--- config.mk ---
export PLATFORM = sky130hd
export DESIGN_NAME = tic_div_pipe
export DESIGN_NICKNAME = d
export VERILOG_FILES = /design/src/sv/triangle_incircle_top_defines.svh /design/src/sv/tic_pkg.sv /design/src/sv/tic_div_pipe.sv
export SDC_FILE = /design/constraint.sdc
export NUM_CORES = 2
export LEC_CHECK = 0
export BUFFER_PORTS_ARGS = -buffer_cell sky130_fd_sc_hd__buf_4
export CAP_MARGIN = 15
export CORE_MARGIN = 3
export CORE_UTILIZATION = 45
export CTS_BUF_LIST = sky130_fd_sc_hd__clkbuf_8
export DETAILED_ROUTE_END_ITERATION = 7
export HOLD_SLACK_MARGIN = 0.12
export PLACE_DENSITY = 0.62
export SETUP_SLACK_MARGIN = 0.4
export SYNTH_ARGS = -nofsm -noshare
export SYNTH_HDL_FRONTEND = slang
export SYNTH_SLANG_ARGS = --single-unit
--- constraint.sdc ---
create_clock -name aclk -period 3.75 [get_ports aclk]
set_clock_uncertainty 0.2 [all_clocks]
set_input_delay 0.375 -clock aclk [delete_from_list [all_inputs] [get_ports aclk]]
set_output_delay 0.375 -clock aclk [all_outputs]
set_load 0.01 [all_outputs]
--- src/sv/triangle_incircle_top_defines.svh ---
// Assertion macros used by the triangle incircle top level.
`ifndef TRIANGLE_INCIRCLE_TOP_DEFINES_SVH
`define TRIANGLE_INCIRCLE_TOP_DEFINES_SVH

// Same-cycle implication, disabled while reset is asserted.
`define TIC_ASSERT_IMP(label, clk, rstn, ante, cons, msg) \
    label: assert property (@(posedge clk) disable iff (!(rstn)) (ante) |-> (cons)) \
        else $error(msg);

// Next-cycle implication, disabled while reset is asserted.
`define TIC_ASSERT_NXT(label, clk, rstn, ante, cons, msg) \
    label: assert property (@(posedge clk) disable iff (!(rstn)) (ante) |=> (cons)) \
        else $error(msg);

// Next-cycle implication that also holds across reset.
`define TIC_ASSERT_NXT_ANY(label, clk, ante, cons, msg) \
    label: assert property (@(posedge clk) (ante) |=> (cons)) else $error(msg);

`endif

--- src/sv/tic_pkg.sv ---
// Shared widths and types of the triangle incircle pipeline.
package tic_pkg;

    localparam int COORD_W     = 16;
    localparam int NUM_COORD   = 9;
    localparam int GUARD_BITS  = 3;
    localparam int DIFF_W      = COORD_W + 1;
    localparam int SQ_W        = 2 * COORD_W;
    localparam int SSQ_W       = SQ_W + 2;
    localparam int SIDE_IN_W   = SSQ_W + 2 * GUARD_BITS;
    localparam int SIDE_W      = SIDE_IN_W / 2;
    localparam int PER_W       = SIDE_W + 2;
    localparam int PROD_W      = COORD_W + SIDE_W + 1;
    localparam int NUM_W       = PROD_W + 2;
    localparam int MAG_W       = NUM_W - 1;
    localparam int UV_W        = 2 * PER_W;
    localparam int PP_W        = 2 * PER_W;
    localparam int PSUM_W      = 3 * PER_W;
    localparam int RDIV_NW     = 58;
    localparam int CQ_W        = COORD_W + 1;
    localparam int RROOT_W     = COORD_W + GUARD_BITS;
    localparam int RQ_W        = 2 * RROOT_W;
    localparam int PRE_STAGES  = 8;

    localparam logic [CQ_W-1:0] POS_LIMIT = CQ_W'(32767);
    localparam logic [CQ_W-1:0] NEG_LIMIT = CQ_W'(32768);

    typedef logic signed [COORD_W-1:0] coord_t;
    typedef logic [NUM_COORD-1:0][COORD_W-1:0] vtx_bus_t;

endpackage

--- src/sv/tic_div_pipe.sv ---
// Pipelined restoring divider, one quotient bit per stage.
module tic_div_pipe import tic_pkg::*; #(
    parameter int NW = MAG_W,
    parameter int QW = CQ_W,
    parameter int DW = PER_W
) (
    input  logic          aclk,
    input  logic          en,
    input  logic [NW-1:0] dividend,
    input  logic [DW-1:0] divisor,
    output logic [QW-1:0] quotient
);

    // The caller guarantees the quotient fits in QW bits, so the upper
    // dividend bits start out below the divisor.
    logic [DW-1:0] rem_reg [QW];
    logic [QW-1:0] low_reg [QW];
    logic [DW-1:0] div_reg [QW];

    for (genvar k = 0; k < QW; k++) begin : g_step
        logic [DW-1:0] rem_cur;
        logic [QW-1:0] low_cur;
        logic [DW-1:0] div_cur;
        logic [DW:0]   trial;
        logic          take;

        if (k == 0) begin : g_first
            assign rem_cur = DW'(dividend[NW-1:QW]);
            assign low_cur = dividend[QW-1:0];
            assign div_cur = divisor;
        end else begin : g_next
            assign rem_cur = rem_reg[k-1];
            assign low_cur = low_reg[k-1];
            assign div_cur = div_reg[k-1];
        end

        // Shift in the next dividend bit and subtract when it fits.
        assign trial = {rem_cur, low_cur[QW-1]};
        assign take  = (trial >= {1'b0, div_cur});

        always_ff @(posedge aclk) begin
            if (en) begin
                rem_reg[k] <= take ? DW'(trial - {1'b0, div_cur}) : DW'(trial);
                low_reg[k] <= {low_cur[QW-2:0], take};
                div_reg[k] <= div_cur;
            end
        end
    end

    assign quotient = low_reg[QW-1];

endmodule

-- After elaboration in Yosys (flattened, before gate mapping)
Memory sizes are Yosys's and may differ from the RTL's.
Cells that the tools add are included.
- output and inout port bits: 17
- word-level logic and storage cells: 56
- memories kept: 3
- memory bits (writable): 1037
- bits of input ports: 62
- register bits after elaboration: 0
- memories (name ; words ; bits a word ; read ports ; clocked after memory_dff ; wr ports ; line ; source):
    div_reg ; 17 ; 22 ; 16 ; 0 ; 17 ; tic_div_pipe.sv:18 ; logic [DW-1:0] div_reg [QW];
    rem_reg ; 17 ; 22 ; 16 ; 0 ; 17 ; tic_div_pipe.sv:16 ; logic [DW-1:0] rem_reg [QW];
    low_reg ; 17 ; 17 ; 17 ; 0 ; 17 ; tic_div_pipe.sv:17 ; logic [QW-1:0] low_reg [QW];
- mux-type cells: 19
- order comparisons: 17
- $add $sub $neg: 17
- operator list (cell ; number):
    $mux W22 ; 17
    $sub A22 B22 Y22 ; 17
    $ge A23 B22 Y1 ; 16
    $ge A22 B22 Y1 ; 1
    $mux W1 ; 2

-- Longest topological paths before layout
An unclocked memory read counts as a cell.
- word-level depth: 3
- mapped depth: 14

-- Worst setup path before layout
OpenSTA, ideal clock, no wires.
- path kind: input-to-reg
- from: in dividend[16]
- to: mem rem_reg[0][13] (netlist bit) (data pin)
- stages: 14
- arrival time: 3310 ps
- setup slack: -22 ps
- path buffers: 1
- path through: inv_1 -> ha_1 -> inv_1 -> fa_1 -> a21o_1 -> a21o_1 -> a21oi_2 -> o21ai_1 -> a221o_1 -> a31o_1 -> a41o_1 -> a311oi_4 -> buf_6 -> mux2_1
- RTL lines (item ; line ; source):
    start: declaration ; tic_div_pipe.sv:9 ; input logic [NW-1:0] dividend,
    end: declaration ; tic_div_pipe.sv:16 ;

==> out/results.tsv <==
metric	value	unit
outcome	finished with violations	
failing checks	hold timing	
Total GRT Usage	19.1	%
mapped cell area	52500	µm²
Main synth FF type	edfxtp_1	
vias	35000	
Crit Path Max Fanout	6	
sequential area share after synthesis	56.8	%
die area	121000	µm²
Total Nets Final	5362	
DRC	0	
CP startpoint kind	primary input	
Max-slew headroom	32.6	%
Initial DRC Count	2363	
fin. max-slew vios	0	
CTS Root Cell	clkbuf_8	
final instance area	63900	µm²
Post-synth top cells	993 x edfxtp_1, 492 x inv_1, 374 x ha_1, 331 x a21oi_1, 242 x nand2_1	
Final Hold Slack	-133	ps
Hold WC Path Type	in2reg	
area leader, netlist	edfxtp_1	
die height	347	µm
maximum VDD drop	0.376	mV
MaxCap Viol Count	0	
syn_nets	4786	
Synth Instances	4334	
clock slew at reported path FFs	60	ps
Skew-Pair Late Insertion Delay	850	ps
final hold violation count	1	
CP required	4130	ps
Vias/cell	5.33	
Synth top area share	56.8	%
Arr. time, crit path	3960	ps
Design Power	52.4	mW
Post-Syn Area per Cell	12.1	µm²
RSZ-0062 raised after global routing	true	
Core ar.	115000	µm²
Critical Path Sink Type	flip-flop	
Lkg Pwr	26.3	nW
Setup CP Type	in2reg	
vias in the first global route	34200	
die width	347	µm
number of flops mapped to enable cells by yosys	993	
Num CTS Buffers	170	
Ys Warns	0	
main area contributors after synthesis	edfxtp_1 57%, ha_1 8.9%, mux2_2 3.8%	
Ports	79	
largest net degree at the start of global routing	107	
Max Fclk	0.279	GHz
final core utilization	55.6	%
post-DP HPWL	82400	µm
initial antenna violation count	6	
Total Wirelength	119000	µm
power density cells	819	nW/µm²
starting density of the core	45.6	%
routed length per instance	18.2	µm
PortBufs	78	
Tcrit/Tclk final	95.6	%
# H-tree levels	4	
Post-DP Area	56100	µm²
DRT Pass-1 Iters	6	
clock period minus final worst setup slack	3580	ps
first-pass GRT wire length	183000	µm
fraction of layout cells with a size suffix above 1	21.2	%
Least-Margin Pin Slew	985	ps
total grt overflow	0	
routability cong.	0.895	
synth-to-layout area growth	21.8	%
Routed Antenna Nets	0	
most frequent cell after synthesis	edfxtp_1	
asr flop ratio synth	0	%
row cnt	124	
Num Clock Sinks	993	
clock buffer depth	3	
synthesis-stage register bit count	993	
# setup viols final	0	
CTS tree	yes	
Synth cell types	85	
through the flow:
step                TNS (ps)  instances  setup slack, ps
floorplan                  0       4334              193
global placement        -951       5975            -82.3
detailed placement     -1340       5975            -99.2
CTS                        0       6467              201
global route               0       6561             84.6
finish                     0       6561              167
metal layers:
| layer | global-route usage (%) | vias up | part of all wire [%] |
|---|---|---|---|
| met4 | 7.00 | 2 | 3.0 |
| met1 | 26.0 | 16700 | 45 |
| met5 | 0 | - | 0.011 |
| met3 | 3.27 | 216 | 5.1 |
| met2 | 30.9 | 829 | 46 |
| li1 | - | 17200 | - |
critical path, cell delays in order:
cell and delay [ps]:
buf_4 80, dlygate4sd3_1 550, inv_1 80, fa_2 370, a21o_1 190, a21o_1 190
a21oi_2 180, o21ai_2 100, a221o_1 340, a31o_1 270, a41o_1 210, a311oi_4 380
buf_6 180, clkbuf_16 160, mux2_4 290
cell type report:
cell class / instances / area, µm²
tap: 1512 / 1890
antenna: 2 / 5.00
multi-input combinational: 2776 / 22400
fill: 9462 / 51000
inverter: 493 / 1870
sequential: 993 / 29800
clock buffer: 170 / 2340
clock inverter: 139 / 837
timing repair buffer: 476 / 4770
placed cells by master (no fill, tap or decap), types with 16 or more instances in the layout:
master	count
o21ai_0	187
mux2_2	128
buf_12	33
o21bai_1	48
edfxtp_1	993
clkinv_1	40
mux2i_1	18
nand4_1	41
xnor2_1	181
a31oi_1	37
mux2_4	68
nor3_1	34
ha_1	328
inv_1	519
a21oi_2	56
clkinv_2	33
a211oi_1	19
nor2_1	213
o21a_1	36
dlygate4sd3_1	114
clkbuf_8	170
ha_4	27
inv_2	16
and2_1	19
a21oi_1	267
a21o_1	176
and3_1	25
buf_6	29
o21ai_1	20
buf_4	274
ha_2	19
or3_1	19
nand3_1	69
nand2b_1	43
nand2_1	238
o211ai_1	17
xor2_1	94
nor2b_1	43
final timing paths:
| check | from | to | slack [ps] | cells after the start |
|---|---|---|---|---|
| max | divisor[1] | rem_reg[0][3] | 170 | 15 |
| min | dividend[17] | rem_reg[0][1] | -130 | 3 |
| max reg2reg | low_reg[0][33] | rem_reg[0][58] | 190 | 13 |
| min reg2reg | low_reg[0][182] | low_reg[0][200] | 200 | 0 |
kinds of logic (layout without fill, tap and decap cells):
group / after synthesis / in the layout / synth area share, %
xor+xnor: 276 / 276 / 4.61
simple gates: 839 / 839 / 7.65
mux: 214 / 214 / 4.55
flops: 993 / 993 / 56.8
fa+ha+maj: 390 / 390 / 9.53
other cells: 0 / 2 / 0
buf+inv: 566 / 1278 / 4.11
compound gates: 1056 / 1057 / 12.7
repair_timing:
item                       in CTS  in global routing
gates cloned                   11                 12
hold endpoints to repair      495                  4
setup endpoints to repair     186                305
pin swaps                      53                128
resized for setup             169                279
hold buffers                  116                  4
setup buffers                  56                 79
report_power, final:
part	switching [mW]	internal (mW)	total, mW
logic	12.9	12.5	25.4
clock network	4.47	4.70	9.17
registers	1.71	16.1	17.8
No activity file was read; power rests on OpenSTA's default activity.
