**config.mk**
```make
export PLATFORM = sky130hd
export DESIGN_NAME = tic_isqrt_pipe
export DESIGN_NICKNAME = d
export VERILOG_FILES = /design/src/sv/triangle_incircle_top_defines.svh /design/src/sv/tic_pkg.sv /design/src/sv/tic_isqrt_pipe.sv
export SDC_FILE = /design/constraint.sdc
export NUM_CORES = 1
export LEC_CHECK = 0
export ABC_CLOCK_PERIOD_IN_PS = 7500
export BUFFER_PORTS_ARGS = -buffer_cell sky130_fd_sc_hd__buf_2
export CORE_MARGIN = 10
export CORE_UTILIZATION = 55
export DETAILED_ROUTE_END_ITERATION = 6
export GPL_TIMING_DRIVEN = 0
export PLACE_DENSITY = 0.71
export SETUP_SLACK_MARGIN = 0.15
export SYNTH_ARGS = -nofsm -noshare
export SYNTH_HDL_FRONTEND = slang
export SYNTH_SLANG_ARGS = --single-unit
```
**constraint.sdc**
```tcl
create_clock -name aclk -period 7.5 [get_ports aclk]
set_input_delay 1.125 -clock aclk [delete_from_list [all_inputs] [get_ports aclk]]
set_output_delay 1.125 -clock aclk [all_outputs]
set_load 0.02 [all_outputs]
```
**src/sv/triangle_incircle_top_defines.svh**
```systemverilog
// Assertion macros used by the triangle incircle top level.
`ifndef TRIANGLE_INCIRCLE_TOP_DEFINES_SVH
`define TRIANGLE_INCIRCLE_TOP_DEFINES_SVH

// Same-cycle implication, disabled while reset is asserted.
`define TIC_ASSERT_IMP(label, clk, rstn, ante, cons, msg) \
    label: assert property (@(posedge clk) disable iff (!(rstn)) (ante) |-> (cons)) \
        else $error(msg);

// Next-cycle implication, disabled while reset is asserted.
`define TIC_ASSERT_NXT(label, clk, rstn, ante, cons, msg) \
    label: assert property (@(posedge clk) disable iff (!(rstn)) (ante) |=> (cons)) \
        else $error(msg);

// Next-cycle implication that also holds across reset.
`define TIC_ASSERT_NXT_ANY(label, clk, ante, cons, msg) \
    label: assert property (@(posedge clk) (ante) |=> (cons)) else $error(msg);

`endif

```
**src/sv/tic_pkg.sv**
```systemverilog
// Shared widths and types of the triangle incircle pipeline.
package tic_pkg;

    localparam int COORD_W     = 16;
    localparam int NUM_COORD   = 9;
    localparam int GUARD_BITS  = 3;
    localparam int DIFF_W      = COORD_W + 1;
    localparam int SQ_W        = 2 * COORD_W;
    localparam int SSQ_W       = SQ_W + 2;
    localparam int SIDE_IN_W   = SSQ_W + 2 * GUARD_BITS;
    localparam int SIDE_W      = SIDE_IN_W / 2;
    localparam int PER_W       = SIDE_W + 2;
    localparam int PROD_W      = COORD_W + SIDE_W + 1;
    localparam int NUM_W       = PROD_W + 2;
    localparam int MAG_W       = NUM_W - 1;
    localparam int UV_W        = 2 * PER_W;
    localparam int PP_W        = 2 * PER_W;
    localparam int PSUM_W      = 3 * PER_W;
    localparam int RDIV_NW     = 58;
    localparam int CQ_W        = COORD_W + 1;
    localparam int RROOT_W     = COORD_W + GUARD_BITS;
    localparam int RQ_W        = 2 * RROOT_W;
    localparam int PRE_STAGES  = 8;

    localparam logic [CQ_W-1:0] POS_LIMIT = CQ_W'(32767);
    localparam logic [CQ_W-1:0] NEG_LIMIT = CQ_W'(32768);

    typedef logic signed [COORD_W-1:0] coord_t;
    typedef logic [NUM_COORD-1:0][COORD_W-1:0] vtx_bus_t;

endpackage

```
**src/sv/tic_isqrt_pipe.sv**
```systemverilog
// Pipelined integer square root, one result bit per stage.
module tic_isqrt_pipe import tic_pkg::*; #(
    parameter int IW = SIDE_IN_W
) (
    input  logic            aclk,
    input  logic            en,
    input  logic [IW-1:0]   din,
    output logic [IW/2-1:0] root
);

    localparam int OW = IW / 2;
    localparam int RW = OW + 2;

    logic [RW-1:0] rem_reg  [OW];
    logic [OW-1:0] root_reg [OW];
    logic [IW-1:0] low_reg  [OW];

    for (genvar k = 0; k < OW; k++) begin : g_step
        logic [RW-1:0] rem_cur;
        logic [OW-1:0] root_cur;
        logic [IW-1:0] low_cur;
        logic [RW+1:0] trial_rem;
        logic [RW+1:0] trial_sub;
        logic          take;

        if (k == 0) begin : g_first
            assign rem_cur  = '0;
            assign root_cur = '0;
            assign low_cur  = din;
        end else begin : g_next
            assign rem_cur  = rem_reg[k-1];
            assign root_cur = root_reg[k-1];
            assign low_cur  = low_reg[k-1];
        end

        // Bring down the next bit pair and try the candidate root bit.
        assign trial_rem = {rem_cur, low_cur[IW-1 -: 2]};
        assign trial_sub = {{(RW-OW){1'b0}}, root_cur, 2'b01};
        assign take      = (trial_rem >= trial_sub);

        always_ff @(posedge aclk) begin
            if (en) begin
                rem_reg[k]  <= take ? RW'(trial_rem - trial_sub) : RW'(trial_rem);
                root_reg[k] <= {root_cur[OW-2:0], take};
                low_reg[k]  <= {low_cur[IW-3:0], 2'b00};
            end
        end
    end

    assign root = root_reg[OW-1];

endmodule

```
Word-level counts from Yosys, hierarchy flattened

Memories as Yosys holds them, arrays and structs flattened.
Index checks and enable logic that the tools add are counted.

Register bits after elaboration: 0
Bits in writable memories: 1600
Input bits: 42
Output and inout bits: 20
Word-level logic and storage cells: 65
Memories: 3

Memories:

| name     | depth | bits a word | read ports | clocked after Yosys merged registers in | wr ports | RTL line             | RTL |
|---|---|---|---|---|---|---|---|
| low_reg  | 20    | 38          | 19         | 0                                       | 20       | tic_isqrt_pipe.sv:16 | `logic [IW-1:0] low_reg [OW];` |
| rem_reg  | 20    | 22          | 19         | 0                                       | 20       | tic_isqrt_pipe.sv:14 | `logic [RW-1:0] rem_reg [OW];` |
| root_reg | 20    | 20          | 20         | 0                                       | 20       | tic_isqrt_pipe.sv:15 | `logic [OW-1:0] root_reg [OW];` |

Add/sub/neg operators: 20
Magnitude comparators: 20
Multiplexer cells: 22

Operator list:

| operator            | number |
|---|---|
| $ge 24x22->1        | 19 |
| $mux 22             | 20 |
| $sub 22x22->22      | 19 |
| $sub 2x1->3 const B | 1 |
| $ge 2x1->1 const B  | 1 |
| $mux 1              | 2 |

Longest topological paths before layout

Gate-level depths: netlist of run 1.
An unclocked memory read counts as a cell.

Depth in word-level cells: 3
Depth in mapped cells: 14
Mapped depth without buffers: 13

Worst setup path before layout of run 1

OpenSTA, ideal clock, no wires.

Kind: flip-flop to flip-flop
Start point: memory rem_reg[16][3] (netlist name)
End point: memory rem_reg[17][21] (netlist name), data pin
Library setup time: 0.260 ns
Arrival time: 3.023 ns
Required time: 7.240 ns
Setup slack: 4.217 ns
Stages on the path, launching flop included: 10
Path buffers: 1
Clock period less this slack: 3.283 ns
Cell sequence: edfxtp_1 > ha_1 > a21o_1 > a21o_1 > a221oi_1 > o21ai_0 > a311oi_1 > clkbuf_1 > nor2_1 > mux2_2

RTL lines:

| what            | RTL line |
|---|---|
| start, declared | tic_isqrt_pipe.sv:14 |

==> run metrics, run 1 <==
R2R depth 9; core area 80,500 um2; post-layout util 61.6%; synthesized area 44,600 um2; status finished clean; Worst Setup SP rem_reg[16][3]; most frequent cells in the layout edfxtp_1 (980), inv_1 (278), nor2_1 (232), ha_1 (231), a21oi_1 (203); post_cts resized 0; Worst Hold Launch low_reg[10][29]; flop-to-flop setup slack 3.18 ns; DRC 0; Vias/cell 5.43; Final period util 57.5%; sequential share of the synthesized area 65.9%; Max VDD drop 0.269 mV; DR vias 25.3k; Max-cap violations 0; mean area per synthesized cell 13.4 um2; share of cells above drive strength 1 7.74%; Async S/R FF share, synth 0%; Worst Hold Slack 0.405 ns; fin crit period 4.32 ns; Num CTS Buffers 99; compound-gate portion of the synthesized area 8.62%; routed length per instance 15.5 um; first-pass GRT wire length 121 mm; number of flops mapped to enable cells by yosys 980; share of the synthesized area in the top cell type 65.9%; Multi-input gate area 14,000 um2; critical path arrival 4.72 ns; Total GRT Usage 15.5%; worst-path cell chain ha_1 > a21o_1 > a21o_1 > a221oi_1 > o21ai_0 > a311oi_1 > clkbuf_1 > nor2_1 > mux2_2; H-tree Lvls 3; Initial DRT Pass Iterations 5; count of yosys warnings during synthesis 0; Cells after Synth 3,343; mux cell area share after synthesis 0.970%; post-synth cell types 77; area leader, netlist edfxtp_1; hold depth 0; Worst setup EP type flip-flop; total power 13.9 mW; Final Max Slew Viols 0; layout net count 3,786; RSZ-0062 raised after global routing no; Register Area 29,400 um2; Placer Congestion 0.890; Slew HR 27.3%; Inst Count DP 4,472; final WL 72.3 mm; largest net degree at the start of global routing 137; # hold bufs at CTS 0; CTS Buffer Depth 3; Worst Path Required 7.91 ns; RR Endpoint rem_reg[17][21]; Initial Utilization 55.4%; CP endpoint rem_reg[17][21]; main combinational cell family by area after synthesis simple AND/OR/NAND/NOR gates; worst-skew pair later-pin latency 0.65 ns; DR iter-0 viols 1,869; Worst-Margin Slew 1.09 ns; reg-to-reg critical path startpoint rem_reg[16][3]; Seq cells post-synth 980; I/O Pins 62; Die ar. 92,900 um2; Synth Area in XOR/XNOR 5.81%; Simple-Gate Fraction of Synth Area 9.38%; CP peak stage delay 0.88 ns; clk_skew 0.0441 ns; grt total ovfl 0; Fill cells 6,014; Worst-path clk slew 0.06 ns; Setup CP Type flip-flop to flip-flop; Max Freq 232 MHz; Slowest-stage cell, CP a311oi_1; final hold vios 0; row count 104; post-synthesis adder-cell area fraction 6.48%; Die H 305 um; Hold Crit Class flip-flop to flip-flop; number of global-route vias before repair 24.9k; max reg flops 390; clock root buffer clkbuf_16; syn_nets 3,616; CTS sink cnt 980; chip width 305 um; ranking of synthesized cells by area edfxtp_1 (66%), ha_1 (6.5%), xnor2_1 (3.0%), xor2_1 (2.8%), inv_1 (2.3%); leakage 19.2 nW; commonest non-fill, non-tap cell in the layout edfxtp_1; Inserted Diodes 0; Non-Filler Instances 4,653; antenna violations before repair 0; Synth-to-Final Area Change 11.2%; post-CTS setup buffer count 0; DPL Wire Length 51.0 mm; most frequent CP cell a21o_1; setup violators final 0; Top FF cell, synth edfxtp_1; Post-DRT Antenna Nets 0; port buffer count 61; Critical Path Start Type flip-flop; CTS tree done; Worst Path Max Fanout 10; Power Dens Cells 280 nW/um2
## cell usage after synthesis (16+ instances only)
cell type / count
edfxtp_1: 980
o21a_1: 52
nor2b_1: 39
nand3_1: 66
clkbuf_1: 49
nor3_1: 83
inv_1: 278
nor4_1: 43
o21bai_1: 16
a21o_1: 74
nor2_1: 232
or3_1: 20
nand2_1: 193
ha_1: 231
a211oi_1: 17
nand2b_1: 43
o21ai_0: 141
nand4_1: 31
xor2_1: 143
xnor2_1: 153
o31ai_1: 19
a31oi_1: 16
mux2_2: 34
a21oi_1: 203
or2_2: 16
## worst min-delay path by stage
stage                           end  slack (ns)
floorplan           low_reg[10][20]        0.40
global placement     low_reg[5][22]        0.40
detailed placement  low_reg[10][32]        0.40
CTS                 low_reg[11][31]        0.41
global route         low_reg[5][10]        0.42
finish              low_reg[11][31]        0.41
## per-stage QoR
step / instance area, um2 / setup slack [ns] / setup TNS, ns
2_1_floorplan: 44600 / 4.22 / 0
3_3_place_gp: 46300 / -9.22 / -8867.33
3_5_place_dp: 46500 / 3.23 / 0
4_1_cts: 49600 / 3.20 / 0
5_1_grt: 49600 / 2.71 / 0
6_report: 49600 / 3.18 / 0
## worst max-delay path, delay by kind of cell (launching register included)
family | cells | cell delay, ns
fa+ha+maj | 1 | 0.38
mux | 1 | 0.28
compound gates | 5 | 2.31
flops | 1 | 0.39
buf+inv | 1 | 0.62
simple gates | 1 | 0.08
## kinds of logic after synthesis
| family | Yosys count |
|---|---|
| buf+inv | 332 |
| flops | 980 |
| xor+xnor | 296 |
| fa+ha+maj | 231 |
| other cells | 1 |
| simple gates | 848 |
| mux | 39 |
| compound gates | 616 |
## per-layer routing
metal  vias up  wire [um]  GRT usage, %
met5         -          0             0
met2       569      33500          24.9
met1     11900      33300          21.3
met3       127       3980          2.52
li1      12688          -             -
met4         0       1590          4.95
## layout make-up
cell class | count | area share [%]
Clock inverter | 62 | 1.17
Buffer | 53 | 0.408
Timing Repair Buffer | 69 | 1.08
Clock buffer | 119 | 5.14
Sequential cell | 980 | 59.3
Multi-Input combinational cell | 2031 | 28.1
Inverter | 279 | 2.11
Tap cell | 1060 | 2.67
## report_power, final
group	total [mW]	internal [mW]	switching, mW	leakage [nW]
logic	2.11	0.934	1.17	8.29
registers	7.13	6.80	0.328	9.38
clock network	4.69	2.68	2.01	1.51
Note: power is estimated with default switching activity, not from simulation.
==> inputs of run 2 (changes only) <==
--- a/config.mk
+++ b/config.mk
@@ -5,13 +5,14 @@
 export SDC_FILE = /design/constraint.sdc
 export NUM_CORES = 1
 export LEC_CHECK = 0
-export ABC_CLOCK_PERIOD_IN_PS = 7500
+export ABC_AREA = 1
+export ABC_CLOCK_PERIOD_IN_PS = 3600
 export BUFFER_PORTS_ARGS = -buffer_cell sky130_fd_sc_hd__buf_2
 export CORE_MARGIN = 10
 export CORE_UTILIZATION = 55
 export DETAILED_ROUTE_END_ITERATION = 6
 export GPL_TIMING_DRIVEN = 0
-export PLACE_DENSITY = 0.71
+export PLACE_DENSITY = 0.74
 export SETUP_SLACK_MARGIN = 0.15
 export SYNTH_ARGS = -nofsm -noshare
 export SYNTH_HDL_FRONTEND = slang
==> constraint.sdc (replaced) <==
create_clock -name aclk -period 3.6 [get_ports aclk]
set_input_delay 0.54 -clock aclk [delete_from_list [all_inputs] [get_ports aclk]]
set_output_delay 0.54 -clock aclk [all_outputs]
set_load 0.02 [all_outputs]
==> run 2 against run 1 <==
Worst hold slack lost 0.36 ns; sequential share of layout area shrank 8.7 points; cell count grew 58%; critical path depth shrank 4; die area grew 17%; clock power grew 120%; area after synthesis grew 18%; highest routed layer unchanged; global-route usage grew 6.1 points; combinational power grew to 2.7 times the previous value.
==> run metrics, run 2 <==
Num CTS Buffers 97 (-2.0%); RSZ-0062 raised after global routing no; Fill cells 7,943 (+32%); Critical Path Start Type input port; Total GRT Usage 21.6% (+6.1 points); Inserted Diodes 0 (unchanged); status finished clean; ranking of synthesized cells by area edfxtp_1 (56%), nand2_1 (14%), inv_1 (6.8%), ha_1 (5.5%), nor2_1 (3.8%); leakage 26.1 nW (+36%); core area 94,900 um2 (+18%); Vias/cell 5.17 (-4.8%); Die ar. 108,000 um2 (+17%); DPL Wire Length 89.0 mm (+74%); share of cells above drive strength 1 6.15% (-1.6 points); worst-skew pair later-pin latency 0.69 ns (+0.04 ns); Worst Path Required 3.92 ns (-3.99 ns); clk_skew 0.0350 ns (-0.00908 ns); met2 WL post-DR 57.9 mm (+73%); fin crit period 2.57 ns; Worst setup EP type flip-flop; count of yosys warnings during synthesis 0 (unchanged); total negative slack 0 ns (unchanged); Power Dens Cells 530 nW/um2 (+89%); Non-Filler Instances 7,366 (+58%); antenna violations before repair 0 (unchanged); CTS tree done; port buffer count 61 (unchanged); commonest non-fill, non-tap cell in the layout nand2_1; sequential share of the synthesized area 56.0% (-10 points); mean area per synthesized cell 9.01 um2 (-32%); post_cts resized 0 (unchanged); H-tree Lvls 3 (unchanged); Cells after Synth 5,832 (+74%); Top FF cell, synth edfxtp_1; clock root buffer clkbuf_16; Final period util 71.3%; layout net count 6,294 (+66%); chip width 329 um (+8.0%); synthesized area 52,600 um2 (+18%); area leader, netlist edfxtp_1; DR iter-0 viols 3,260 (+74%); routed length on met3 5.59 mm (+40%); setup violators final 0 (unchanged); Setup CP Type input port to flip-flop; first-pass GRT wire length 188 mm (+55%); number of flops mapped to enable cells by yosys 980 (unchanged); max reg flops 390 (unchanged); Hold Crit Class input port to flip-flop; Initial DRT Pass Iterations 6 (+1); Initial Utilization 55.4% (about the same); syn_nets 6,105 (+69%); Slew HR 53.8% (+26 points); grt total ovfl 0 (unchanged); share of the synthesized area in the top cell type 56.0% (-10 points); Worst Path Max Fanout 139 (+129); M1 WL 50.0 mm (+50%); post-synth cell types 44 (-43%); Inst Count DP 7,166 (+60%); routed length per instance 16.0 um (+3.0%); Seq cells post-synth 980 (unchanged); Max-cap violations 0 (unchanged); top post-synthesis cells by count nand2_1 (1,912), edfxtp_1 (980), inv_1 (958); Max VDD drop 0.442 mV (+64%); Worst-Margin Slew 0.693 ns (-0.397 ns); final WL 118 mm (+63%); number of global-route vias before repair 36.5k (+46%); Synth-to-Final Area Change 10.7%; CTS sink cnt 980 (unchanged); final hold vios 0 (unchanged); Async S/R FF share, synth 0% (unchanged); DRC 0 (unchanged); Placer Congestion 0.927 (+4.2%); Die H 329 um (+8.0%); most common cell in the synthesized netlist nand2_1; largest net degree at the start of global routing 140 (+2.2%); row count 113 (+8.7%); critical path arrival 2.88 ns (-1.84 ns); highest routed metal layer met4; Worst-path clk slew 0.07 ns (about the same); most frequent cells in the layout nand2_1 (1,912), edfxtp_1 (980), inv_1 (958), nor2_1 (534), nand3_1 (328); Final Max Slew Viols 0 (unchanged); I/O Pins 62 (unchanged); CTS Buffer Depth 3 (unchanged); DR vias 38.1k (+51%); Post-DRT Antenna Nets 0 (unchanged); Max Freq 390 MHz
-- run 2: cell types whose count changed after synthesis, moves of 53 or more --
cell / before / now
a21o_1: 74 / 4
inv_1: 278 / 958
nand2_1: 193 / 1912
nand3_1: 66 / 328
nand4_1: 31 / 84
nor2_1: 232 / 534
xnor2_1: 153 / 56
-- run 2: worst paths after layout --
kind         cells past startpoint  slack (ns)         endpoint      startpoint
max reg2reg                     10        1.07  rem_reg[12][19]  rem_reg[11][3]
min                              1        0.04   low_reg[0][12]         din[12]
min reg2reg                      0        0.41   low_reg[9][20]  low_reg[8][18]
max                              5        1.03  rem_reg[16][16]              en
-- run 2: layer usage --
layer  up-vias  GRT usage (%)
li1      19320              -
met1     17547           27.3
met2      1009           37.4
met3       227           2.79
met4         0           8.47
met5         -              0
-- run 2: timing repair --
item                                   in CTS  in global routing
endpoints found under the hold margin      21                  0
setup buffers                               0                  0
hold buffers                               21                  0
-- run 2: layout make-up --
type / count / area, um2 / area share (%)
timing repair buffer: 90 / 746 / 1.28
tap: 1265 / 1580 / 2.72
sequential: 980 / 29400 / 50.6
clock inverter: 70 / 813 / 1.40
buffer: 43 / 379 / 0.651
inverter: 974 / 3670 / 6.31
clock buffer: 109 / 2490 / 4.28
multi-input combinational: 3835 / 19100 / 32.8
-- run 2: stage by stage --
stage	cell area (um2)	power [mW]	hold WS [ns]	worst slack, ns	utilization, %
6_report	58200	30.9	0.0411	1.03	61.4
5_1_grt	58200	32.4	0.0105	0.831	61.4
4_1_cts	58200	31.1	0.000684	1.04	61.4
3_5_place_dp	54700	20.6	0.405	0.305	57.6
3_3_place_gp	54500	20.7	0.400	-12.57	57.4
2_1_floorplan	52600	18.7	0.400	1.63	-
-- run 2: where the power goes --
group,internal [mW],switching [mW],total (mW)
Clock,6.04,4.38,10.4
Sequential,14.0,0.771,14.8
Combinational,1.93,3.74,5.66
-- run 2: cells by family (layout without fill, tap and decap cells) --
logic type | after synthesis | in the layout | synth area share (%)
AO/OA/AOI/OAI | 406 | 406 | 4.13
buffers and inverters | 1017 | 1286 | 7.70
adder cells (fa/ha/maj) | 231 | 231 | 5.50
AND/OR/NAND/NOR | 3037 | 3037 | 24.0
other | 1 | 1 | 0.00713
XOR/XNOR | 160 | 160 | 2.67
flip-flops | 980 | 980 | 56.0
-- run 2: worst max-delay path, cell delays in order --
cell and delay, ns:
buf_8 0.27, buf_16 0.40, buf_16 0.46, buf_16 0.41, buf_16 0.50
