[config.mk]
export PLATFORM = sky130hd
export DESIGN_NAME = tic_delay
export DESIGN_NICKNAME = d
export VERILOG_FILES = /design/src/sv/triangle_incircle_top_defines.svh /design/src/sv/tic_pkg.sv /design/src/sv/tic_delay.sv
export SDC_FILE = /design/constraint.sdc
export NUM_CORES = 1
export LEC_CHECK = 0
export ABC_AREA = 1
export BUFFER_PORTS_ARGS = -buffer_cell sky130_fd_sc_hd__buf_2
export CAP_MARGIN = 25
export CORE_MARGIN = 5
export CORE_UTILIZATION = 46
export CTS_CLUSTER_DIAMETER = 30
export DETAILED_ROUTE_END_ITERATION = 7
export PLACE_DENSITY = 0.74
export SLEW_MARGIN = 20
export SYNTH_ARGS = -nofsm -noshare
export SYNTH_HDL_FRONTEND = slang
export SYNTH_SLANG_ARGS = --single-unit
[constraint.sdc]
create_clock -name aclk -period 0.8 [get_ports aclk]
set_input_delay 0.2 -clock aclk [delete_from_list [all_inputs] [get_ports aclk]]
set_output_delay 0.2 -clock aclk [all_outputs]
set_load 0.03 [all_outputs]
[src/sv/triangle_incircle_top_defines.svh]
// Assertion macros used by the triangle incircle top level.
`ifndef TRIANGLE_INCIRCLE_TOP_DEFINES_SVH
`define TRIANGLE_INCIRCLE_TOP_DEFINES_SVH

// Same-cycle implication, disabled while reset is asserted.
`define TIC_ASSERT_IMP(label, clk, rstn, ante, cons, msg) \
    label: assert property (@(posedge clk) disable iff (!(rstn)) (ante) |-> (cons)) \
        else $error(msg);

// Next-cycle implication, disabled while reset is asserted.
`define TIC_ASSERT_NXT(label, clk, rstn, ante, cons, msg) \
    label: assert property (@(posedge clk) disable iff (!(rstn)) (ante) |=> (cons)) \
        else $error(msg);

// Next-cycle implication that also holds across reset.
`define TIC_ASSERT_NXT_ANY(label, clk, ante, cons, msg) \
    label: assert property (@(posedge clk) (ante) |=> (cons)) else $error(msg);

`endif

[src/sv/tic_pkg.sv]
// Shared widths and types of the triangle incircle pipeline.
package tic_pkg;

    localparam int COORD_W     = 16;
    localparam int NUM_COORD   = 9;
    localparam int GUARD_BITS  = 3;
    localparam int DIFF_W      = COORD_W + 1;
    localparam int SQ_W        = 2 * COORD_W;
    localparam int SSQ_W       = SQ_W + 2;
    localparam int SIDE_IN_W   = SSQ_W + 2 * GUARD_BITS;
    localparam int SIDE_W      = SIDE_IN_W / 2;
    localparam int PER_W       = SIDE_W + 2;
    localparam int PROD_W      = COORD_W + SIDE_W + 1;
    localparam int NUM_W       = PROD_W + 2;
    localparam int MAG_W       = NUM_W - 1;
    localparam int UV_W        = 2 * PER_W;
    localparam int PP_W        = 2 * PER_W;
    localparam int PSUM_W      = 3 * PER_W;
    localparam int RDIV_NW     = 58;
    localparam int CQ_W        = COORD_W + 1;
    localparam int RROOT_W     = COORD_W + GUARD_BITS;
    localparam int RQ_W        = 2 * RROOT_W;
    localparam int PRE_STAGES  = 8;

    localparam logic [CQ_W-1:0] POS_LIMIT = CQ_W'(32767);
    localparam logic [CQ_W-1:0] NEG_LIMIT = CQ_W'(32768);

    typedef logic signed [COORD_W-1:0] coord_t;
    typedef logic [NUM_COORD-1:0][COORD_W-1:0] vtx_bus_t;

endpackage

[src/sv/tic_delay.sv]
// Enabled delay line that carries a valid bit beside its data.
module tic_delay import tic_pkg::*; #(
    parameter int W     = 8,
    parameter int DEPTH = 2
) (
    input  logic         aclk,
    input  logic         aresetn,
    input  logic         en,
    input  logic         in_valid,
    input  logic [W-1:0] in_data,
    output logic         out_valid,
    output logic [W-1:0] out_data
);

    logic         valid_reg [DEPTH];
    logic [W-1:0] data_reg  [DEPTH];

    for (genvar k = 0; k < DEPTH; k++) begin : g_tap
        logic         valid_cur;
        logic [W-1:0] data_cur;
        if (k == 0) begin : g_first
            assign valid_cur = in_valid;
            assign data_cur  = in_data;
        end else begin : g_next
            assign valid_cur = valid_reg[k-1];
            assign data_cur  = data_reg[k-1];
        end

        // Each tap advances only while the pipeline moves.
        always_ff @(posedge aclk) begin
            if (!aresetn) begin
                valid_reg[k] <= 1'b0;
            end else if (en) begin
                valid_reg[k] <= valid_cur;
            end
        end

        always_ff @(posedge aclk) begin
            if (en) begin
                data_reg[k] <= data_cur;
            end
        end
    end

    assign out_valid = valid_reg[DEPTH-1];
    assign out_data  = data_reg[DEPTH-1];

endmodule

* After elaboration in Yosys (flattened, before gate mapping)
Memory sizes are Yosys's and may differ from the RTL's.
Index checks and enable logic that the tools add are counted.
** Word-level totals
- Output and inout port bits :: 9
- Logic and storage cells :: 11
- Input port bits :: 12
- Register bits after elaboration :: 0
- Bits in writable memories :: 18
- Memories :: 2
** Cells by class
- Bitwise logic cells :: 2
- Mux-type cells :: 7
** Memory list
- data_reg :: words 2, width 8, read ports 2, clocked after Yosys merged registers in 0, write ports 2, line tic_delay.sv:16 : logic [W-1:0] data_reg [DEPTH];
- valid_reg :: words 2, width 1, read ports 2, clocked after Yosys merged registers in 0, write ports 2, line tic_delay.sv:15 : logic valid_reg [DEPTH];
** Operators by type and width (count)
- $mux 1 :: 7
- $or 1x1->1 :: 2

* Logic depth before layout (Yosys ltp)
Gate-level depths: netlist of run 1.
- Depth in word-level cells :: 4
- Gate-level depth with buffers :: 3
- Depth with buffers taken out :: 3

* Worst setup path before layout of run 1
No wires, ideal clock.
- Path kind :: register to register
- Start point :: memory valid_reg[1]
- End point :: memory valid_reg[1]
- Period minus slack after synthesis :: 0.701 ns
- Stages on the path, launching flop included :: 3
- Data required time :: 0.742 ns
- Setup time :: 0.058 ns
- Path slack :: 0.099 ns
- Data arrival time :: 0.643 ns
- Cell sequence :: dfxtp_1 > nand3_1 > nand2_1
** RTL lines (line)
- from (decl) :: tic_delay.sv:15

==> PnR_summary.wiki, run 1 <==
{| class="wikitable"
! Metric !! Value
|-
| Result of the run || finished, violations left
|-
| Violated checks || setup timing
|-
| Initial antenna violation count || 0
|-
| TritonCTS Buffers || 3
|-
| Post-route DRC || 0
|-
| Met2 wire len || roughly 380 um
|-
| Met3 wire length || approximately 68 um
|-
| CTS root buf || clkbuf_4
|-
| Syn Std Cell Area || 623 sq um
|-
| Kind of end point of the critical path || output pin
|-
| Worst Hold Path Cells || 1
|-
| Endpoint of the lowest-slack register-to-register path || valid_reg[1]$_DFF_P_
|-
| Commonest register cell after synthesis || edfxtp_1
|-
| Floorplan die height || between 40 and 50 um
|-
| Core ar. || around 0.0013 sq mm
|-
| Number of global-route vias before repair || around 300
|-
| Nets in the synthesized netlist || 46
|-
| Most used standard cell by instance count after synthesis || edfxtp_1
|-
| Final Cycle Share || 128%
|-
| Die ar. || approximately 0.0022 sq mm
|-
| Number of standard cells in the layout, taps in and fillers out || 67
|-
| Pre-CTS WS || -0.0224 ns
|-
| Hold_sp || in_data[3]
|-
| Unrepaired setup endpoints after global routing || yes
|-
| Clock network latency to the later pin of the worst-skew pair || roughly 0.28 ns
|-
| Number of instances in the placed design || 63
|-
| Worst-case hold slack || 0.0907 ns
|-
| Count of buffers inserted at the top-level ports || 20
|-
| Avg Synthesized Cell Area || between 15 and 20 sq um
|-
| Buffer and inverter count on the worst path || 1
|-
| R2r startpoint || valid_reg[0]$_DFFE_PP_
|-
| Tightest Hold Check Type || in2reg
|-
| TritonCTS clock tree || yes
|-
| Worst-case clock buffer depth || 2
|-
| Headroom to the max-slew limit || 89.3%
|-
| Endpoints failing hold || 0
|-
| Cell class contributing the biggest share of worst-path delay || flip-flops
|-
| Highest Clock Rate || just under 1000 MHz
|-
| Standard-cell rows || 13
|-
| Maximum resistive drop on vdd || approximately 1.4 mV
|-
| WL/cell || approximately 12 um
|-
| Maximum number of pins on one net before global-route repair || 11
|-
| Arrival time worst endpoint || roughly 0.82 ns
|-
| Worst reg2reg setup slack || between 0.15 and 0.2 ns
|-
| Most frequent cells after synthesis || edfxtp_1 (17), buf_4 (8), nand2_1 (3), inv_1 (2), nand3_1 (2)
|-
| Gp weighted congestion || 0.726
|-
| Top layer reached by signal wires || met3
|-
| Worst setup path class || reg2out
|-
| Hold buffer count at cts || 0
|-
| Fraction of post-synthesis cell area in the top cell type by area || 81.9%
|-
| Top cells by area, synth || edfxtp_1 (82%), buf_4 (9.6%), dfxtp_1 (3.2%), nand2_1 (1.8%), nand3_1 (1.6%)
|-
| Highest-delay cell along the critical path || edfxtp_1
|-
| Worst Setup Start Kind || flop
|-
| Required time of the critical path || 0.60 ns
|-
| Cell taking the most area after synthesis || edfxtp_1
|-
| Max_cap viols || 0
|-
| Total via count after detailed routing || approximately 300
|-
| Number of storage elements in the synthesis netlist || 18
|-
| Number of vias per cell after detailed routing || between 4 and 5
|-
| Number of design-rule violations left by the first detailed-router iteration || 1
|-
| Setup WS post-layout || -0.220 ns
|-
| Sum of overflow across all layers after global routing || 0
|-
| Detailed Place HPWL || roughly 600 um
|-
| Maximum single-stage delay on the critical path || a little under 0.4 ns
|-
| Area growth from synthesis to layout || 29.3%
|-
| Number of nets with antenna violations after routing || 0
|-
| Chip width || 46.8 um
|-
| Combined global-route utilization of all metal layers || 8.40%
|-
| Io pins || 21
|-
| Number of slew-limit violations in the final report || 0
|-
| Final antenna diode count || 0
|-
| Worst-case hold path end point || data_reg[0][3]$_DFFE_PP_
|-
| Min cycle time layout || ~1.0 ns
|-
| Synthesis Warnings || 0
|-
| PD cells || around 2200 mW/mm^2
|-
| Share of layout cells above drive strength 1 || 50.0%
|-
| Global-route wire length before repair || 1.23 mm
|-
| Leakage || approximately 0.00033 uW
|-
| Reg clk slew, reported paths || 0.09 ns
|-
| Number of flip-flops under the largest register name || 16
|-
| Unique cell type count in the Yosys netlist || 7
|-
| Number of nets in the final layout || 65
|-
| Maximum net fanout on the critical path || 1
|-
| Setup violations, final || 9
|-
| Share of flip-flops with an asynchronous set or reset || 0%
|-
| Skew final || 0.00126 ns
|-
| Wire length reported by the detailed router || 776 um
|-
| Share of the yosys chip area belonging to registers || 85.1%
|-
| First drt pass iteration count || 4
|-
| Number of enable-type register cells in the synthesized netlist || 17
|-
| Worst Max-Slew Pin Slew || approximately 0.16 ns
|-
| R2r worst-path depth || 2
|-
| Initial cell density of the core || about half
|-
| Depth of the CTS H-tree || 1
|-
| Cells along the critical path || buf_6
|-
| Post-Synthesis Cells || 34
|-
| Number of clock sinks seen by CTS || 18
|-
| M1 WL || roughly 330 um
|}
placed cells by master (no fill, tap or decap), drive strengths merged:
cell type,n
nand2,3
edfxtp,17
dfxtp,1
inv,2
clkinv,1
buf,22
nand3,2
nor2,1
clkbuf,3
per-layer routing:
layer	up-vias	GRT usage, %
li1	149	-
met1	134	9.27
met2	15	14.1
met3	0	2.68
met4	0	4.97
met5	-	0
what timing repair did:
action / 4_1_cts / 5_1_grt
endpoints found under the setup margin: 9 / 9
buffers inserted: 0 / 0
gates cloned: 0 / 0
gates resized for setup: 19 / 0
power breakdown:
group	leakage [uW]	total [uW]	switching [uW]	internal (uW)
combinational	0.000142	196	102	94.0
clock	0.0000154	424	244	181
sequential	0.000176	1130	22.0	1110
total	0.000333	1750	368	1380
worst max path at each step:
stage / startpoint / endpoint / slack (ns) / depth (start not counted)
floorplan: data_reg[0][8]$_DFFE_PP_ / out_data[0] / 0.1 / 1
global placement: en / data_reg[0][12]$_DFFE_PP_ / 0.001 / 2
detailed placement: en / data_reg[0][12]$_DFFE_PP_ / -0.02 / 2
CTS: data_reg[0][11]$_DFFE_PP_ / out_data[3] / -0.24 / 1
global route: data_reg[0][11]$_DFFE_PP_ / out_data[3] / -0.28 / 1
finish: data_reg[0][8]$_DFFE_PP_ / out_data[0] / -0.22 / 1
per-stage QoR:
stage / utilization (%) / cell area [sq um] / setup TNS (ns) / total power [uW]
6_report: 62.7 / 806 / -1.89 / 1750
5_1_grt: 62.7 / 806 / -2.28 / 1830
4_1_cts: 62.7 / 806 / -2.00 / 1770
3_5_place_dp: 56.2 / 722 / -0.262 / 1310
3_3_place_gp: 56.2 / 722 / 0 / 1300
2_1_floorplan: - / 623 / 0 / 1250
layout make-up:
class	count	area [sq um]
clock buffer	3	22.5
fill	106	479
sequential	18	532
timing repair buffer	22	196
multi-input combinational	6	25.0
clock inverter	1	3.75
tap	15	18.8
inverter	2	7.51
cells by family after synthesis:
| group | synth area share (%) |
|---|---|
| buffers and inverters | 10.8 |
| flip-flops | 85.1 |
| AND/OR/NAND/NOR | 4.02 |
Note: power is estimated with default switching activity, not from simulation.
==> inputs of run 2 (changes only) <==
- CORE_UTILIZATION: 46 -> 35
- PLACE_DENSITY: 0.74 -> unset
- clock period: 0.8 -> 1.1 ns (I/O delays scaled with it)
==> PnR_summary.wiki, run 2 (synthesis results as in run 1) <==
{| class="wikitable"
! Metric !! Value
|-
| Buffer and inverter count on the worst path || 1
|-
| Cells along the critical path || buf_6
|-
| Layout filler cell count || around 150
|-
| Worst Max-Slew Pin Slew || roughly 0.19 ns
|-
| Sw frac || around a fifth
|-
| Multi-input gate area || 25.0 sq um
|-
| Hold buffer count at cts || 0
|-
| Number of standard cells in the layout, taps in and fillers out || 76
|-
| Number of slew-limit violations in the final report || 0
|-
| Headroom to the max-slew limit || between 80% and 90%
|-
| Area growth from synthesis to layout || 27.3%
|-
| PD cells || between 1500 and 2000 mW/mm^2
|-
| Kind of end point of the critical path || output pin
|-
| Leakage || between 0.0003 and 0.0004 uW
|-
| Highest Clock Rate || 913 MHz
|-
| Proportion of power drawn by the clock network || between 20% and 30%
|-
| Highest-count cells in the layout ignoring fill and taps || edfxtp_1 (17), buf_2 (11), buf_6 (8), nand2_1 (3), clkbuf_4 (3)
|-
| Depth of the CTS H-tree || 1
|-
| Highest-delay cell along the critical path || edfxtp_1
|-
| Internal power consumption || around 1000 uW
|-
| Gp weighted congestion || approximately 0.62
|-
| Chip width || approximately 52 um
|-
| Number of nets with antenna violations after routing || 0
|-
| Final Cycle Share || around 100%
|-
| Worst-case clock buffer depth || 2
|-
| Number of design-rule violations left by the first detailed-router iteration || 4
|-
| Maximum resistive drop on vdd || 0.716 mV
|-
| Cell class contributing the biggest share of worst-path delay || flip-flops
|-
| Setup violations, final || 0
|-
| Number of buffers inserted to repair setup after CTS || 0
|-
| Initial antenna violation count || 0
|-
| Core ar. || approximately 0.0017 sq mm
|-
| Initial cell density of the core || approximately 36%
|-
| Worst Setup Start Kind || flop
|-
| Count of buffers inserted at the top-level ports || 20
|-
| Number of clock sinks seen by CTS || 18
|-
| Switching power || roughly 260 uW
|-
| Required time of the critical path || 0.82 ns
|-
| Min cycle time layout || roughly 1.1 ns
|-
| Clock network latency to the later pin of the worst-skew pair || between 0.2 and 0.3 ns
|-
| Number of instances in the placed design || 72
|-
| Post-DP Area || 714 sq um
|-
| CTS root buf || clkbuf_4
|-
| Number of nets in the final layout || 64
|-
| Combinational group share of total power || about a tenth
|-
| Reg clk slew, reported paths || 0.09 ns
|-
| Seq pwr share || about two thirds
|-
| WL/cell || about 9.4 um
|-
| TritonCTS Buffers || 3
|-
| Final std cell area, no fill || between 700 and 800 sq um
|-
| Max_cap viols || 0
|-
| Number of vias per cell after detailed routing || around 3.6
|-
| Total power after layout || roughly 1300 uW
|-
| Skew final || 0.000356 ns
|-
| Sum of overflow across all layers after global routing || 0
|-
| Unrepaired setup endpoints after global routing || yes
|-
| Worst setup path class || reg2out
|-
| Maximum net fanout on the critical path || 1
|-
| Total area of sequential cells || approximately 530 sq um
|-
| Result of the run || finished clean
|-
| Post-route DRC || 0
|-
| Maximum single-stage delay on the critical path || about 0.39 ns
|-
| Number of global-route vias before repair || roughly 260
|-
| Endpoints failing hold || 0
|-
| Die ar. || between 0.002 and 0.003 sq mm
|-
| Leading cell type in the layout, fill and taps excluded || edfxtp_1
|-
| Share of layout cells above drive strength 1 || a little under half
|-
| TritonCTS clock tree || yes
|-
| Final antenna diode count || 0
|-
| Standard-cell rows || 15
|-
| Tightest Hold Check Type || in2reg
|-
| Maximum number of pins on one net before global-route repair || 13
|-
| Io pins || 21
|-
| First drt pass iteration count || 2
|-
| Floorplan die height || roughly 52 um
|-
| Wire length reported by the detailed router || 713 um
|-
| Number of flip-flops under the largest register name || 16
|-
| Global-route wire length before repair || between 1 and 1.5 mm
|-
| Combined global-route utilization of all metal layers || between 5 and 6%
|-
| Arrival time worst endpoint || between 0.8 and 0.9 ns
|-
| Total via count after detailed routing || 273
|}
## run 2: changes by cell type in the layout (fill, tap and decap cells not counted)
cell and change:
buf_12 -1, buf_4 +1, buf_6 -1, clkbuf_1 +1, clkinv_1 -1, dfxtp_1 +1
dfxtp_2 -1
## run 2: stage by stage
step	util (%)	setup slack (ns)	setup TNS, ns	hold WS [ns]
3_3_place_gp	41.8	0.174	0	0.403
5_1_grt	46.4	-0.0366	-0.192	0.155
3_5_place_dp	41.8	0.166	0	0.405
4_1_cts	45.9	-0.0122	-0.0196	0.160
6_report	46.4	0.00479	0	0.169
2_1_floorplan	-	0.324	0	0.374
## run 2: power by group through the flow
stage / clock network [uW] / logic [uW] / registers (uW)
floorplan: 0 / 73.2 / 834
global placement: 0 / 111 / 831
finish: 310 / 133 / 821
global route: 346 / 141 / 826
CTS: 322 / 130 / 821
detailed placement: 0 / 111 / 833
## run 2: routing by layer
layer	GRT usage [%]	part of all wire [%]	vias to the layer above
met5	0	0	-
met4	5.11	0	0
met3	0	4.8	0
met2	8.58	53	12
met1	6.27	43	115
li1	-	-	146
## run 2: timing repair
item                       in CTS  in global routing
gates cloned                    0                  0
gates resized for setup        14                  4
setup endpoints to repair       8                  8
pin swaps                       0                  0
## run 2: final timing paths
| kind | start | endpoint | slack, ns | cells past startpoint |
|---|---|---|---|---|
| setup reg to reg | data_reg[0][7]$_DFFE_PP_ | data_reg[0][15]$_DFFE_PP_ | 0.47 | 0 |
| setup / recovery | data_reg[0][8]$_DFFE_PP_ | out_data[0] | 0.005 | 1 |
| hold reg to reg | data_reg[0][5]$_DFFE_PP_ | data_reg[0][13]$_DFFE_PP_ | 0.42 | 0 |
| hold / removal | in_data[1] | data_reg[0][1]$_DFFE_PP_ | 0.17 | 1 |
## run 2: area by class of cell
cell class | count | area share, %
Multi-Input combinational cell | 6 | 3.15
Tap cell | 25 | 3.94
Sequential cell | 18 | 66.9
Timing Repair Buffer | 21 | 21.8
Inverter | 2 | 0.946
Clock buffer | 4 | 3.31
==> inputs of run 3 (changes only) <==
--- a/config.mk
+++ b/config.mk
@@ -13,4 +13,5 @@
 export CTS_CLUSTER_DIAMETER = 30
 export DETAILED_ROUTE_END_ITERATION = 7
+export REMOVE_ABC_BUFFERS = 1
 export SLEW_MARGIN = 20
 export SYNTH_ARGS = -nofsm -noshare
==> constraint.sdc (replaced) <==
create_clock -name aclk -period 1.1 [get_ports aclk]
set_input_delay 0.22 -clock aclk [delete_from_list [all_inputs] [get_ports aclk]]
set_output_delay 0.22 -clock aclk [all_outputs]
set_load 0.03 [all_outputs]
==> PnR_summary.wiki, run 3 (synthesis results as in run 1) <==
{| class="wikitable"
! Metric !! Value
|-
| Result of the run || finished clean
|-
| Post-route DRC || 0
|-
| WL/cell || 9.48 um
|-
| Number of nets with antenna violations after routing || 0
|-
| Cell class contributing the biggest share of worst-path delay || flip-flops
|-
| Number of buffers inserted to repair setup after CTS || 0
|-
| TritonCTS clock tree || yes
|-
| Required time of the critical path || 0.88 ns
|-
| Internal power consumption || a little under 1000 uW
|-
| Leakage || roughly 0.00031 uW
|-
| Proportion of power drawn by the clock network || around a quarter
|-
| Headroom to the max-slew limit || between 80% and 90%
|-
| Number of clock sinks seen by CTS || 18
|-
| Highest-count cells in the layout ignoring fill and taps || buf_2 (18), edfxtp_1 (17), nand2_1 (3), clkbuf_4 (3), buf_4 (3)
|-
| Worst-case clock buffer depth || 2
|-
| Seq pwr share || 66.3%
|-
| Final antenna diode count || 0
|-
| Final Cycle Share || 95.9%
|-
| Maximum net fanout on the critical path || 1
|-
| Buffer and inverter count on the worst path || 1
|-
| Io pins || 21
|-
| Initial cell density of the core || between 30% and 40%
|-
| Post-DP Area || between 700 and 800 sq um
|-
| Combined global-route utilization of all metal layers || under 10%
|-
| Floorplan die height || 52.2 um
|-
| Number of flip-flops under the largest register name || 16
|-
| Wire length reported by the detailed router || roughly 730 um
|-
| Total area of sequential cells || roughly 530 sq um
|-
| Count of buffers inserted at the top-level ports || 20
|-
| Min cycle time layout || 1.06 ns
|-
| Sw frac || about 21%
|-
| Combinational group share of total power || 9.0%
|-
| Clock network latency to the later pin of the worst-skew pair || 0.28 ns
|-
| Share of layout cells above drive strength 1 || about half
|-
| Setup violations, final || 0
|-
| PD cells || ~1700 mW/mm^2
|-
| Global-route wire length before repair || around 1.1 mm
|-
| Number of instances resized during post-cts repair || 0
|-
| Layout filler cell count || 160
|-
| Sum of overflow across all layers after global routing || 0
|-
| Worst setup path class || reg2out
|-
| Core ar. || ~0.0017 sq mm
|-
| Number of nets in the final layout || 65
|-
| CTS root buf || clkbuf_4
|-
| Number of global-route vias before repair || 280
|-
| Switching power || approximately 260 uW
|-
| Maximum single-stage delay on the critical path || 0.40 ns
|-
| Die ar. || 0.00272 sq mm
|-
| Kind of end point of the critical path || output pin
|-
| Maximum number of pins on one net before global-route repair || 14
|-
| Arrival time worst endpoint || ~0.84 ns
|-
| Highest-delay cell along the critical path || edfxtp_1
|-
| Tightest Hold Check Type || in2reg
|-
| Number of vias per cell after detailed routing || around 3.9
|-
| Standard-cell rows || 15
|-
| First drt pass iteration count || 1
|-
| Final core utilization || between 40 and 50%
|-
| Number of design-rule violations left by the first detailed-router iteration || 0
|-
| Endpoints failing hold || 0
|-
| Cells along the critical path || buf_6
|-
| Worst-case hold slack || between 0.1 and 0.15 ns
|-
| Number of slew-limit violations in the final report || 0
|-
| Total via count after detailed routing || around 300
|-
| Gp weighted congestion || 0.656
|-
| Leading cell type in the layout, fill and taps excluded || buf_2
|-
| Hold buffer count at cts || 0
|-
| Chip width || approximately 52 um
|-
| Worst Max-Slew Pin Slew || around 0.25 ns
|-
| TritonCTS Buffers || 3
|-
| Max_cap viols || 0
|-
| Multi-input gate area || about 25 sq um
|-
| Initial antenna violation count || 0
|-
| Maximum resistive drop on vdd || 0.879 mV
|-
| Depth of the CTS H-tree || 1
|-
| Worst Setup Start Kind || flop
|-
| Skew final || 0.00135 ns
|-
| Total power after layout || 1230 uW
|-
| Final std cell area, no fill || 744 sq um
|-
| Area growth from synthesis to layout || 19.5%
|-
| Reg clk slew, reported paths || roughly 0.090 ns
|-
| Highest Clock Rate || around 950 MHz
|}
[run 3: cell types whose count changed in the layout (fill, tap and decap cells not counted), sizes merged]
cell	before	now
clkinv	0	1
buf	21	22
clkbuf	4	3
[run 3: through the flow]
step | setup WS [ns] | cells | setup TNS (ns)
final | 0.0449 | 77 | 0
after floorplan | 0.384 | 26 | 0
after detailed placement | 0.153 | 73 | 0
after global placement | 0.167 | 73 | 0
after global routing | -0.00986 | 77 | -0.00986
after CTS | 0.0219 | 77 | 0
[run 3: final timing paths]
kind | to | from | slack [ns] | cells past startpoint
max | out_data[3] | data_reg[0][11]$_DFFE_PP_ | 0.04 | 1
min | data_reg[0][0]$_DFFE_PP_ | in_data[0] | 0.11 | 1
max reg2reg | valid_reg[1]$_DFF_P_ | valid_reg[0]$_DFFE_PP_ | 0.48 | 2
min reg2reg | data_reg[0][15]$_DFFE_PP_ | data_reg[0][7]$_DFFE_PP_ | 0.42 | 0
[run 3: layer usage]
metal,GRT usage (%),up-vias,routed length [um]
li1,-,147,-
met3,3.99,2,76
met1,5.51,132,288
met4,2.55,0,4
met5,0,-,0
met2,9.62,16,361
[run 3: power groups by stage]
stage | registers (uW) | logic [uW] | clock network, uW
final | 816 | 111 | 303
after global routing | 822 | 119 | 359
after CTS | 816 | 109 | 322
after detailed placement | 832 | 109 | 0
after global placement | 831 | 107 | 0
after floorplan | 877 | 5.61 | 0
[run 3: layout make-up]
cell class,count,area share (%)
timing repair buffer,22,16.6
inverter,2,1.01
clock buffer,3,3.03
multi-input combinational,6,3.36
tap,25,4.20
sequential,18,71.3
clock inverter,1,0.504
